## src/rtl/gsl_pkg.sv

```systemverilog
// gsl_pkg: widths, reset values, register map and shared types of the gripper stall lock
// no dependencies; used by the channel interfaces, gsl_lock_core and gripper_stall_lock

package gsl_pkg;

    localparam int POS_BITS   = 24;
    localparam int THR_BITS   = 23;
    localparam int TICK_BITS  = 16;
    localparam int GAIN_BITS  = 32;
    localparam int MOTOR_BITS = 32;
    localparam int FRAC_BITS  = 16;
    localparam int ADDR_BITS  = 5;
    localparam int DATA_BITS  = 32;

    // compare width holds a position difference and any threshold as signed values
    localparam int CMP_BITS  = (POS_BITS + 1 > THR_BITS + 1) ? POS_BITS + 1 : THR_BITS + 1;
    localparam int PROD_BITS = POS_BITS + GAIN_BITS;
    localparam int RND_BITS  = PROD_BITS + 1;
    localparam int QUOT_BITS = RND_BITS - FRAC_BITS;

    typedef logic signed [POS_BITS-1:0]   pos_t;
    typedef logic        [THR_BITS-1:0]   thr_t;
    typedef logic        [TICK_BITS-1:0]  tick_t;
    typedef logic signed [GAIN_BITS-1:0]  gain_t;
    typedef logic signed [MOTOR_BITS-1:0] motor_t;
    typedef logic signed [CMP_BITS-1:0]   cmp_t;
    typedef logic signed [PROD_BITS-1:0]  prod_t;
    typedef logic signed [RND_BITS-1:0]   rnd_t;
    typedef logic signed [QUOT_BITS-1:0]  quot_t;

    localparam thr_t  ERROR_THR_RST   = THR_BITS'(2000);
    localparam thr_t  MOTION_THR_RST  = THR_BITS'(100);
    localparam thr_t  RELEASE_THR_RST = THR_BITS'(5000);
    localparam tick_t STALL_TICKS_RST = TICK_BITS'(50);
    localparam gain_t MOTOR_GAIN_RST  = -GAIN_BITS'(1559757);

    localparam tick_t TICK_MAX = {TICK_BITS{1'b1}};
    localparam rnd_t  RND_HALF = RND_BITS'(1) <<< (FRAC_BITS - 1);
    localparam motor_t MOTOR_MAX = {1'b0, {(MOTOR_BITS-1){1'b1}}};
    localparam motor_t MOTOR_MIN = {1'b1, {(MOTOR_BITS-1){1'b0}}};

    // register index, taken from paddr word address
    typedef enum logic [2:0] {
        REG_ERROR_THR   = 3'd0,
        REG_MOTION_THR  = 3'd1,
        REG_RELEASE_THR = 3'd2,
        REG_STALL_TICKS = 3'd3,
        REG_MOTOR_GAIN  = 3'd4
    } gsl_reg_t;

    typedef struct packed {
        thr_t  error_thr;
        thr_t  motion_thr;
        thr_t  release_thr;
        tick_t stall_ticks;
        gain_t motor_gain;
    } gsl_cfg_t;

    // per-beat outcome of the lock decision
    typedef struct packed {
        pos_t held;
        logic lock;
    } gsl_decision_t;

    // lock state as it stands before the current beat
    typedef struct packed {
        logic locked;
        pos_t position;
    } gsl_lock_state_t;

    // round half toward plus infinity, floor by 2^FRAC_BITS, saturate to motor range
    function automatic motor_t round_sat(prod_t prod);
        rnd_t  sum;
        quot_t quot;
        logic  fits;
        sum  = rnd_t'(prod) + RND_HALF;
        quot = quot_t'(sum >>> FRAC_BITS);
        fits = (&quot[QUOT_BITS-1:MOTOR_BITS-1]) | ~(|quot[QUOT_BITS-1:MOTOR_BITS-1]);
        if (fits)
            return motor_t'(quot[MOTOR_BITS-1:0]);
        else if (quot[QUOT_BITS-1])
            return MOTOR_MIN;
        else
            return MOTOR_MAX;
    endfunction

endpackage

```

## src/rtl/gsl_sample_if.sv

```systemverilog
// gsl_sample_if: input channel of the gripper stall lock, one beat per control tick
// depends on gsl_pkg

interface gsl_sample_if import gsl_pkg::*; ();

    logic valid;
    logic ready;
    pos_t commanded_pos;
    pos_t measured_pos;

    modport source (output valid, commanded_pos, measured_pos, input ready);
    modport sink   (input valid, commanded_pos, measured_pos, output ready);

endinterface

```

## src/rtl/gsl_result_if.sv

```systemverilog
// gsl_result_if: result channel of the gripper stall lock, one beat per input beat
// depends on gsl_pkg

interface gsl_result_if import gsl_pkg::*; ();

    logic   valid;
    logic   ready;
    pos_t   held_command;
    motor_t motor_urad;
    logic   stall_locked;

    modport source (output valid, held_command, motor_urad, stall_locked, input ready);
    modport sink   (input valid, held_command, motor_urad, stall_locked, output ready);

endinterface

```

## src/rtl/gsl_lock_core.sv

```systemverilog
// gsl_lock_core: stall counter, lock state and held-command decision for one beat
// depends on gsl_pkg

module gsl_lock_core import gsl_pkg::*; (
    input  logic            clk,
    input  logic            rst_n,
    input  gsl_cfg_t        cfg,
    input  logic            fire,
    input  pos_t            cmd,
    input  pos_t            meas,
    output gsl_decision_t   res,
    output gsl_lock_state_t st
);

    logic  lock_reg;
    logic  lock_next;
    tick_t count_reg;
    tick_t count_next;
    pos_t  position_reg;
    pos_t  position_next;
    pos_t  prev_reg;

    cmp_t  rise;
    cmp_t  err;
    cmp_t  change;
    cmp_t  err_abs;
    cmp_t  change_abs;
    tick_t count_inc;
    logic  release_hit;
    logic  stalled;

    always_comb
    begin
        rise       = cmp_t'(cmd) - cmp_t'(position_reg);
        err        = cmp_t'(cmd) - cmp_t'(meas);
        change     = cmp_t'(meas) - cmp_t'(prev_reg);
        err_abs    = err[CMP_BITS-1] ? -err : err;
        change_abs = change[CMP_BITS-1] ? -change : change;
        count_inc  = (count_reg == TICK_MAX) ? count_reg : count_reg + TICK_BITS'(1);

        release_hit = rise > cmp_t'(cfg.release_thr);
        stalled     = (err_abs > cmp_t'(cfg.error_thr)) && (change_abs < cmp_t'(cfg.motion_thr));

        lock_next     = lock_reg;
        count_next    = count_reg;
        position_next = position_reg;
        res.held      = cmd;

        if (lock_reg)
        begin
            if (release_hit)
            begin
                lock_next  = 1'b0;
                count_next = '0;
            end
            else
            begin
                res.held = position_reg;
            end
        end
        else if (stalled)
        begin
            count_next = count_inc;
            if (count_inc >= cfg.stall_ticks)
            begin
                lock_next     = 1'b1;
                position_next = meas;
                res.held      = meas;
            end
        end
        else
        begin
            count_next = '0;
        end

        res.lock    = lock_next;
        st.locked   = lock_reg;
        st.position = position_reg;
    end

    always_ff @(posedge clk or negedge rst_n)
    begin
        if (!rst_n)
        begin
            lock_reg     <= 1'b0;
            count_reg    <= '0;
            position_reg <= '0;
            prev_reg     <= '0;
        end
        else if (fire)
        begin
            lock_reg     <= lock_next;
            count_reg    <= count_next;
            position_reg <= position_next;
            prev_reg     <= meas;
        end
    end

endmodule

```

## src/rtl/gripper_stall_lock.sv

```systemverilog
// gripper_stall_lock: top level, APB register file, input register and result register
// depends on gsl_pkg, gsl_sample_if, gsl_result_if and gsl_lock_core

// Takes one beat per control tick carrying the commanded and measured gripper
// position and returns one beat with the held command, the motor command and
// the lock flag. A new beat is taken in every cycle while the result side keeps
// up. A beat first lands in the input register; once the result register can take
// it, the lock decision (which also updates the stall counter and lock state), the
// 24 x 32 gain multiply and rounding plus saturation go in one pass into the
// result register, from which the result beat is offered. The state update
// happens as the beat leaves the input register, so consecutive beats see each
// other's effect with no gap. Both registers hold their beat while the result
// side stalls and bubbles close up; with the result side held off the block
// keeps two beats and then drops sample.ready, and throughput is one beat per
// cycle whenever result.ready stays high.
// Registers sit on an APB port at byte addresses 0, 4, 8, 12 and 16: error
// threshold, motion threshold, release threshold, stall tick count and the
// signed Q16 motor gain; write them only while no beat is in flight.

module gripper_stall_lock import gsl_pkg::*; (
    input  logic                 clk,
    input  logic                 rst_n,
    gsl_sample_if.sink           sample,
    gsl_result_if.source         result,
    input  logic                 psel,
    input  logic                 penable,
    input  logic                 pwrite,
    input  logic [ADDR_BITS-1:0] paddr,
    input  logic [DATA_BITS-1:0] pwdata,
    output logic [DATA_BITS-1:0] prdata,
    output logic                 pready
);

    // configuration registers
    thr_t     error_thr_reg;
    thr_t     motion_thr_reg;
    thr_t     release_thr_reg;
    tick_t    stall_ticks_reg;
    gain_t    motor_gain_reg;
    gsl_cfg_t cfg;
    gsl_reg_t reg_sel;
    logic     wr_en;

    // input and result registers
    logic   v1_reg;
    pos_t   cmd1_reg;
    pos_t   meas1_reg;
    logic   v2_reg;
    pos_t   held2_reg;
    logic   lock2_reg;
    motor_t motor2_reg;
    motor_t motor_next;

    logic rdy1;
    logic rdy2;
    logic load2;

    gsl_decision_t   res;
    gsl_lock_state_t st;

    // ---------------------------------------------------------------- APB port
    assign pready  = 1'b1;
    assign reg_sel = gsl_reg_t'(paddr[4:2]);
    assign wr_en   = psel && penable && pwrite && pready;

    always_ff @(posedge clk or negedge rst_n)
    begin
        if (!rst_n)
        begin
            error_thr_reg   <= ERROR_THR_RST;
            motion_thr_reg  <= MOTION_THR_RST;
            release_thr_reg <= RELEASE_THR_RST;
            stall_ticks_reg <= STALL_TICKS_RST;
            motor_gain_reg  <= MOTOR_GAIN_RST;
        end
        else if (wr_en)
        begin
            unique case (reg_sel)
                REG_ERROR_THR:   error_thr_reg   <= pwdata[THR_BITS-1:0];
                REG_MOTION_THR:  motion_thr_reg  <= pwdata[THR_BITS-1:0];
                REG_RELEASE_THR: release_thr_reg <= pwdata[THR_BITS-1:0];
                REG_STALL_TICKS: stall_ticks_reg <= pwdata[TICK_BITS-1:0];
                REG_MOTOR_GAIN:  motor_gain_reg  <= gain_t'(pwdata[GAIN_BITS-1:0]);
                default: ;  // unmapped words ignore writes
            endcase
        end
    end

    always_comb
    begin
        unique case (reg_sel)
            REG_ERROR_THR:   prdata = DATA_BITS'(error_thr_reg);
            REG_MOTION_THR:  prdata = DATA_BITS'(motion_thr_reg);
            REG_RELEASE_THR: prdata = DATA_BITS'(release_thr_reg);
            REG_STALL_TICKS: prdata = DATA_BITS'(stall_ticks_reg);
            REG_MOTOR_GAIN:  prdata = DATA_BITS'(unsigned'(motor_gain_reg));
            default:         prdata = '0;
        endcase
    end

    always_comb
    begin
        cfg.error_thr   = error_thr_reg;
        cfg.motion_thr  = motion_thr_reg;
        cfg.release_thr = release_thr_reg;
        cfg.stall_ticks = stall_ticks_reg;
        cfg.motor_gain  = motor_gain_reg;
    end

    // ------------------------------------------------------------ flow control
    // a register takes a new beat when it is empty or its beat moves on this cycle
    assign rdy2  = !v2_reg || result.ready;
    assign rdy1  = !v1_reg || rdy2;
    assign load2 = v1_reg && rdy2;

    assign sample.ready = rdy1;

    // --------------------------------------------------------- input register
    always_ff @(posedge clk or negedge rst_n)
    begin
        if (!rst_n)
            v1_reg <= 1'b0;
        else if (rdy1)
            v1_reg <= sample.valid;
    end

    always_ff @(posedge clk)
    begin
        if (rdy1 && sample.valid)
        begin
            cmd1_reg  <= sample.commanded_pos;
            meas1_reg <= sample.measured_pos;
        end
    end

    // ------------------------------------- lock decision, multiply, rounding
    // lock state advances exactly once per beat, when the beat leaves the input register
    gsl_lock_core u_lock_core (
        .clk   (clk),
        .rst_n (rst_n),
        .cfg   (cfg),
        .fire  (load2),
        .cmd   (cmd1_reg),
        .meas  (meas1_reg),
        .res   (res),
        .st    (st)
    );

    // held command times the Q16 gain, rounded half up and saturated
    always_comb
    begin
        motor_next = round_sat(prod_t'(res.held) * prod_t'(cfg.motor_gain));
    end

    // -------------------------------------------------------- result register
    always_ff @(posedge clk or negedge rst_n)
    begin
        if (!rst_n)
            v2_reg <= 1'b0;
        else if (rdy2)
            v2_reg <= v1_reg;
    end

    always_ff @(posedge clk)
    begin
        if (load2)
        begin
            held2_reg  <= res.held;
            lock2_reg  <= res.lock;
            motor2_reg <= motor_next;
        end
    end

    assign result.valid        = v2_reg;
    assign result.held_command = held2_reg;
    assign result.motor_urad   = motor2_reg;
    assign result.stall_locked = lock2_reg;

    // --------------------------------------------------------------- checks
    // a beat that stays locked keeps the recorded position
    a_hold_position: assert property (@(posedge clk) disable iff (!rst_n)
        (load2 && st.locked && res.lock) |=> (held2_reg == $past(st.position)))
        else $error("locked beat did not hold the recorded position");

    // the beat that engages the lock holds its own measurement
    a_lock_on_meas: assert property (@(posedge clk) disable iff (!rst_n)
        (load2 && !st.locked && res.lock) |-> (res.held == meas1_reg))
        else $error("lock engaged on a position other than the measurement");

    // a stalled result register keeps its beat
    a_result_keep: assert property (@(posedge clk) disable iff (!rst_n)
        (v2_reg && !result.ready) |=> (v2_reg && $stable(motor2_reg) && $stable(held2_reg)))
        else $error("result register lost a stalled beat");

endmodule

```

## src/flat_wrapper.sv

```systemverilog
// flat-port wrapper written by rule: the top's interface ports become plain ports
module gripper_stall_lock_flat import gsl_pkg::*;
  (clk, rst_n, psel, penable, pwrite, paddr, pwdata, prdata, pready, sample_valid, sample_commanded_pos, sample_measured_pos, sample_ready, result_valid, result_held_command, result_motor_urad, result_stall_locked, result_ready);
  gsl_sample_if sample_i ();
  gsl_result_if result_i ();
  input  logic clk;
  input  logic rst_n;
  input  logic psel;
  input  logic penable;
  input  logic pwrite;
  input  logic [ADDR_BITS-1:0] paddr;
  input  logic [DATA_BITS-1:0] pwdata;
  output logic [DATA_BITS-1:0] prdata;
  output logic pready;
  input wire logic [$bits(sample_i.valid)-1:0] sample_valid;
  input wire logic [$bits(sample_i.commanded_pos)-1:0] sample_commanded_pos;
  input wire logic [$bits(sample_i.measured_pos)-1:0] sample_measured_pos;
  output wire logic [$bits(sample_i.ready)-1:0] sample_ready;
  output wire logic [$bits(result_i.valid)-1:0] result_valid;
  output wire logic [$bits(result_i.held_command)-1:0] result_held_command;
  output wire logic [$bits(result_i.motor_urad)-1:0] result_motor_urad;
  output wire logic [$bits(result_i.stall_locked)-1:0] result_stall_locked;
  input wire logic [$bits(result_i.ready)-1:0] result_ready;
  assign sample_i.valid = sample_valid;
  assign sample_i.commanded_pos = sample_commanded_pos;
  assign sample_i.measured_pos = sample_measured_pos;
  assign sample_ready = sample_i.ready;
  assign result_valid = result_i.valid;
  assign result_held_command = result_i.held_command;
  assign result_motor_urad = result_i.motor_urad;
  assign result_stall_locked = result_i.stall_locked;
  assign result_i.ready = result_ready;
  gripper_stall_lock u_core (.clk(clk), .rst_n(rst_n), .sample(sample_i), .result(result_i), .psel(psel), .penable(penable), .pwrite(pwrite), .paddr(paddr), .pwdata(pwdata), .prdata(prdata), .pready(pready));
endmodule
```

## config.mk

```make
export PLATFORM = sky130hd
export DESIGN_NAME = gripper_stall_lock_flat
export DESIGN_NICKNAME = d
export VERILOG_FILES = /design/src/rtl/gsl_pkg.sv /design/src/rtl/gsl_sample_if.sv /design/src/rtl/gsl_result_if.sv /design/src/rtl/gsl_lock_core.sv /design/src/rtl/gripper_stall_lock.sv /design/src/flat_wrapper.sv
export SDC_FILE = /design/constraint.sdc
export NUM_CORES = 2
export LEC_CHECK = 0
export BUFFER_PORTS_ARGS = -buffer_cell sky130_fd_sc_hd__buf_2
export CORE_ASPECT_RATIO = 1.25
export CORE_MARGIN = 5
export CORE_UTILIZATION = 45
export CTS_BUF_LIST = sky130_fd_sc_hd__clkbuf_8
export DETAILED_ROUTE_END_ITERATION = 16
export HOLD_SLACK_MARGIN = 0.08
export SYNTH_ARGS = -nofsm -noshare
export SYNTH_HDL_FRONTEND = slang
export SYNTH_SLANG_ARGS = --single-unit
```

## constraint.sdc

```tcl
create_clock -name clk -period 13.6 [get_ports clk]
set_input_delay 0 -clock clk [delete_from_list [all_inputs] [get_ports clk]]
set_output_delay 0 -clock clk [all_outputs]
set_load 0.1 [all_outputs]
```

==> out/qor.log <==
[outcome] outcome complete, but fails checks
[outcome] failing checks setup timing
[setup_path] type of the worst setup path register to register
[setup_path] largest stage delay on the critical path 0.59 ns
[synth] share of the synthesized area in the top cell type 0.3345
[synth] sequential share of the synthesized area 0.1644
[floorplanning] die height 373.1 µm
[clock_network] clock buffers created by TritonCTS 55
[route] number of nets still failing antenna checks after routing 0
[clock_network] number of buffers between clock root and the deepest sink 3
[floorplanning] number of rows in the core area 133
[route] count of routing violations after the opening detailed-route iteration 2236
[place] GPL Wtd Cong 0.9769
[finish] multi-input logic area 36240 µm²
[finish] leading cell type in the layout, fill and taps excluded sky130_fd_sc_hd__inv_1
[finish] combined flip-flop and latch cell area 7805 µm²
[setup_path] element type at the critical path end register
[setup_path] CP Launch Type register
[place] number of port buffers 180
[setup_path] endpoint required time on the critical path 14.05 ns
[synth] syn_nets 6460
[timing] transition time at the pin with the least slew margin 1.300 ns
[finish] most used cells in the layout excluding fill and tap cells 954 x sky130_fd_sc_hd__inv_1, 815 x sky130_fd_sc_hd__buf_4, 758 x sky130_fd_sc_hd__fa_1
[worst_hold_path] Worst Hold Class input pin to register
[synth] cell types occupying the most area after synthesis sky130_fd_sc_hd__fa_1 33%, sky130_fd_sc_hd__ha_1 8.0%, sky130_fd_sc_hd__dfrtp_1 7.8%
[global_routing] number of global-route vias before repair 45500
[route] number of search-and-repair iterations in the first detailed-routing pass 8
[finish] fraction of layout cells with a size suffix above 1 0.2428
[timing] worst clock skew on the final layout 0.06637 ns
[timing] final-report setup violation count 29
[synth] post-synth design cell area 47460 µm²
[synth] cell count after synthesis 5271
[floorplanning] area of the core 105000 µm²
[timing] Final period util 1.009
[place] Post-DP HPWL 134000 µm
[finish] relative area change from synthesis to final layout 28.18%
[route] residual DRC count 0
[timing] total negative slack -2.340 ns
[timing] Tmin final 13.73 ns
[clock_network] later-pin clock latency in the skew report 0.76 ns
[synth] Mean Syn Cell Area 9.004 µm²
[clock_network] clk slew on worst S/H paths 0.07 ns
[synth] proportion of register bits with asynchronous set or reset after synthesis 0.6367
[timing] slew margin rel. 0.1336
[finish] share of the core filled with cells 0.5794
[clock_network] cell at the root of the clock tree sky130_fd_sc_hd__clkbuf_8
[synth] Synth cell types 84
[global_routing] global-route usage over all layers 0.3027
[route] total wire length after detailed routing 170300 µm
[clock_network] H-Tree Depth 2
[setup_path] WP data arrival 14.18 ns
[setup_path] slowest library cell on the worst path sky130_fd_sc_hd__or4_4
[timing] total count of hold-check failures in the final report 0
[clock_network] CTS tree built
[route] average via count per standard cell 5.381
[setup_path] cell mode on critical path sky130_fd_sc_hd__buf_4
[floorplanning] overall die area 112100 µm²
[synth] largest area contributor in the synthesized netlist sky130_fd_sc_hd__fa_1
[global_routing] pin count of the biggest net entering global routing 82
[global_routing] initial antenna violation count 6
[floorplanning] die extent in x 300.5 µm
[clock_network] Sink Count 289
[timing] minimum hold slack 0.1314 ns
[route] wire length per cell 21.89 µm
[finish] count of nets after finishing 7502
[timing] Worst Slack Setup Final -0.1278 ns
[timing] final max-slew violation count 0
[timing] unrepaired setup endpoints after global routing yes
[timing] maximum achievable frequency 72.85 MHz
[setup_path] Critical Path Fanout Max 7
[synth] most used flip-flop cell after synthesis sky130_fd_sc_hd__dfrtp_1
[floorplanning] Top-Level Pins 184
[global_routing] global route total overflow 0
[synth] YS warnings 0
[synth] number of enable flip-flop cells after synthesis 105
[route] Via Count 41870
[synth] post-synthesis register bit count 289
[finish] number of inserted filler cells in the final layout 9317
[floorplanning] starting density of the core 0.4520
[global_routing] first-pass GRT wire length 260500 µm
[job] maximum capacitance violations 0
## cell families (layout without fill, tap and decap cells)
family	Yosys count	after routing	share of synthesized area
other	1	6	0.00007901
AOI/OAI and AO/OA	796	797	0.1041
buffers and inverters	1231	2316	0.09791
xor gates and xnor gates	147	147	0.02713
adders and majority gates	1097	1097	0.4146
DFF	289	289	0.1644
muxes	139	139	0.03108
and+or+nand+nor	1571	1573	0.1606
## area by class of cell
cell class	count	share of cell area
Antenna cell	5	0.0002057
Clock inverter	42	0.005573
Inverter	970	0.06001
Sequential cell	289	0.1283
Multi-Input combinational cell	3754	0.5957
Tap cell	1417	0.02914
Clock buffer	61	0.01380
Timing Repair Buffer	1243	0.1672
## worst paths after layout
| path | startpoint | endpoint | slack [ns] | cells after the start |
|---|---|---|---|---|
| min | pwdata[1] | u_core.release_thr_reg[1] | 0.13 | 4 |
| min reg2reg | u_core.v1_reg | u_core.result.valid | 0.51 | 1 |
| max | u_core.meas1_reg[3] | u_core.result.motor_urad[13] | -0.13 | 63 |
| max reg2reg | u_core.meas1_reg[3] | u_core.result.motor_urad[13] | -0.13 | 63 |
| max in group asynchronous | rst_n | u_core.u_lock_core.count_reg[2] | 11.14 | 5 |
| min in group asynchronous | rst_n | u_core.motor_gain_reg[26] | 0.51 | 3 |
## critical path, delay by kind of cell (launching register included)
family | cells | cell delay (ns)
DFF | 1 | 0.51
and+or+nand+nor | 16 | 3.57
xor gates and xnor gates | 1 | 0.12
buffers and inverters | 21 | 2.45
adders and majority gates | 10 | 4.51
AOI/OAI and AO/OA | 14 | 2.23
muxes | 1 | 0.07
## what timing repair did
item,4_1_cts,5_1_grt
hold buffers,164,0
pin swaps,46,113
gates resized for setup,193,122
cloned,12,0
endpoints found under the setup margin,31,31
endpoints found under the hold margin,258,0
setup buffers,106,21
## synthesized netlist by cell type, types with 28 or more instances
master	n
sky130_fd_sc_hd__mux2i_1	72
sky130_fd_sc_hd__fa_1	793
sky130_fd_sc_hd__nand3_1	45
sky130_fd_sc_hd__a21o_1	87
sky130_fd_sc_hd__xnor2_1	106
sky130_fd_sc_hd__o21ai_0	224
sky130_fd_sc_hd__nor2_1	211
sky130_fd_sc_hd__and2_1	376
sky130_fd_sc_hd__ha_1	304
sky130_fd_sc_hd__nand2b_1	28
sky130_fd_sc_hd__edfxtp_1	105
sky130_fd_sc_hd__dfstp_2	37
sky130_fd_sc_hd__and3_1	31
sky130_fd_sc_hd__clkbuf_1	248
sky130_fd_sc_hd__nor3_1	50
sky130_fd_sc_hd__inv_1	970
sky130_fd_sc_hd__nand4_1	60
sky130_fd_sc_hd__xor2_1	41
sky130_fd_sc_hd__mux2_2	66
sky130_fd_sc_hd__a21oi_1	245
sky130_fd_sc_hd__dfrtp_1	147
sky130_fd_sc_hd__a211oi_1	38
sky130_fd_sc_hd__nand2_1	661
## per-stage QoR
stage          setup slack, ns  instances  area [µm²]
3_5_place_dp           -0.9757       7373       55520
5_1_grt                -0.6833       7777       60830
6_report               -0.1278       7781       60840
3_3_place_gp           -0.7914       7373       55520
4_1_cts              0.0005125       7758       60270
2_1_floorplan          0.02429       5271       47470
## layer usage
metal | track usage | up-vias | wire length, µm
met2 | 0.5535 | 1518 | 87840
li1 | - | 18770 | -
met3 | 0.04105 | 595 | 9022
met1 | 0.3190 | 20990 | 58220
met5 | 0 | - | 13
met4 | 0.2109 | 2 | 15210
Power is not shown: default switching activity piles up to over one toggle a cycle in this logic, so the estimate is an artifact.
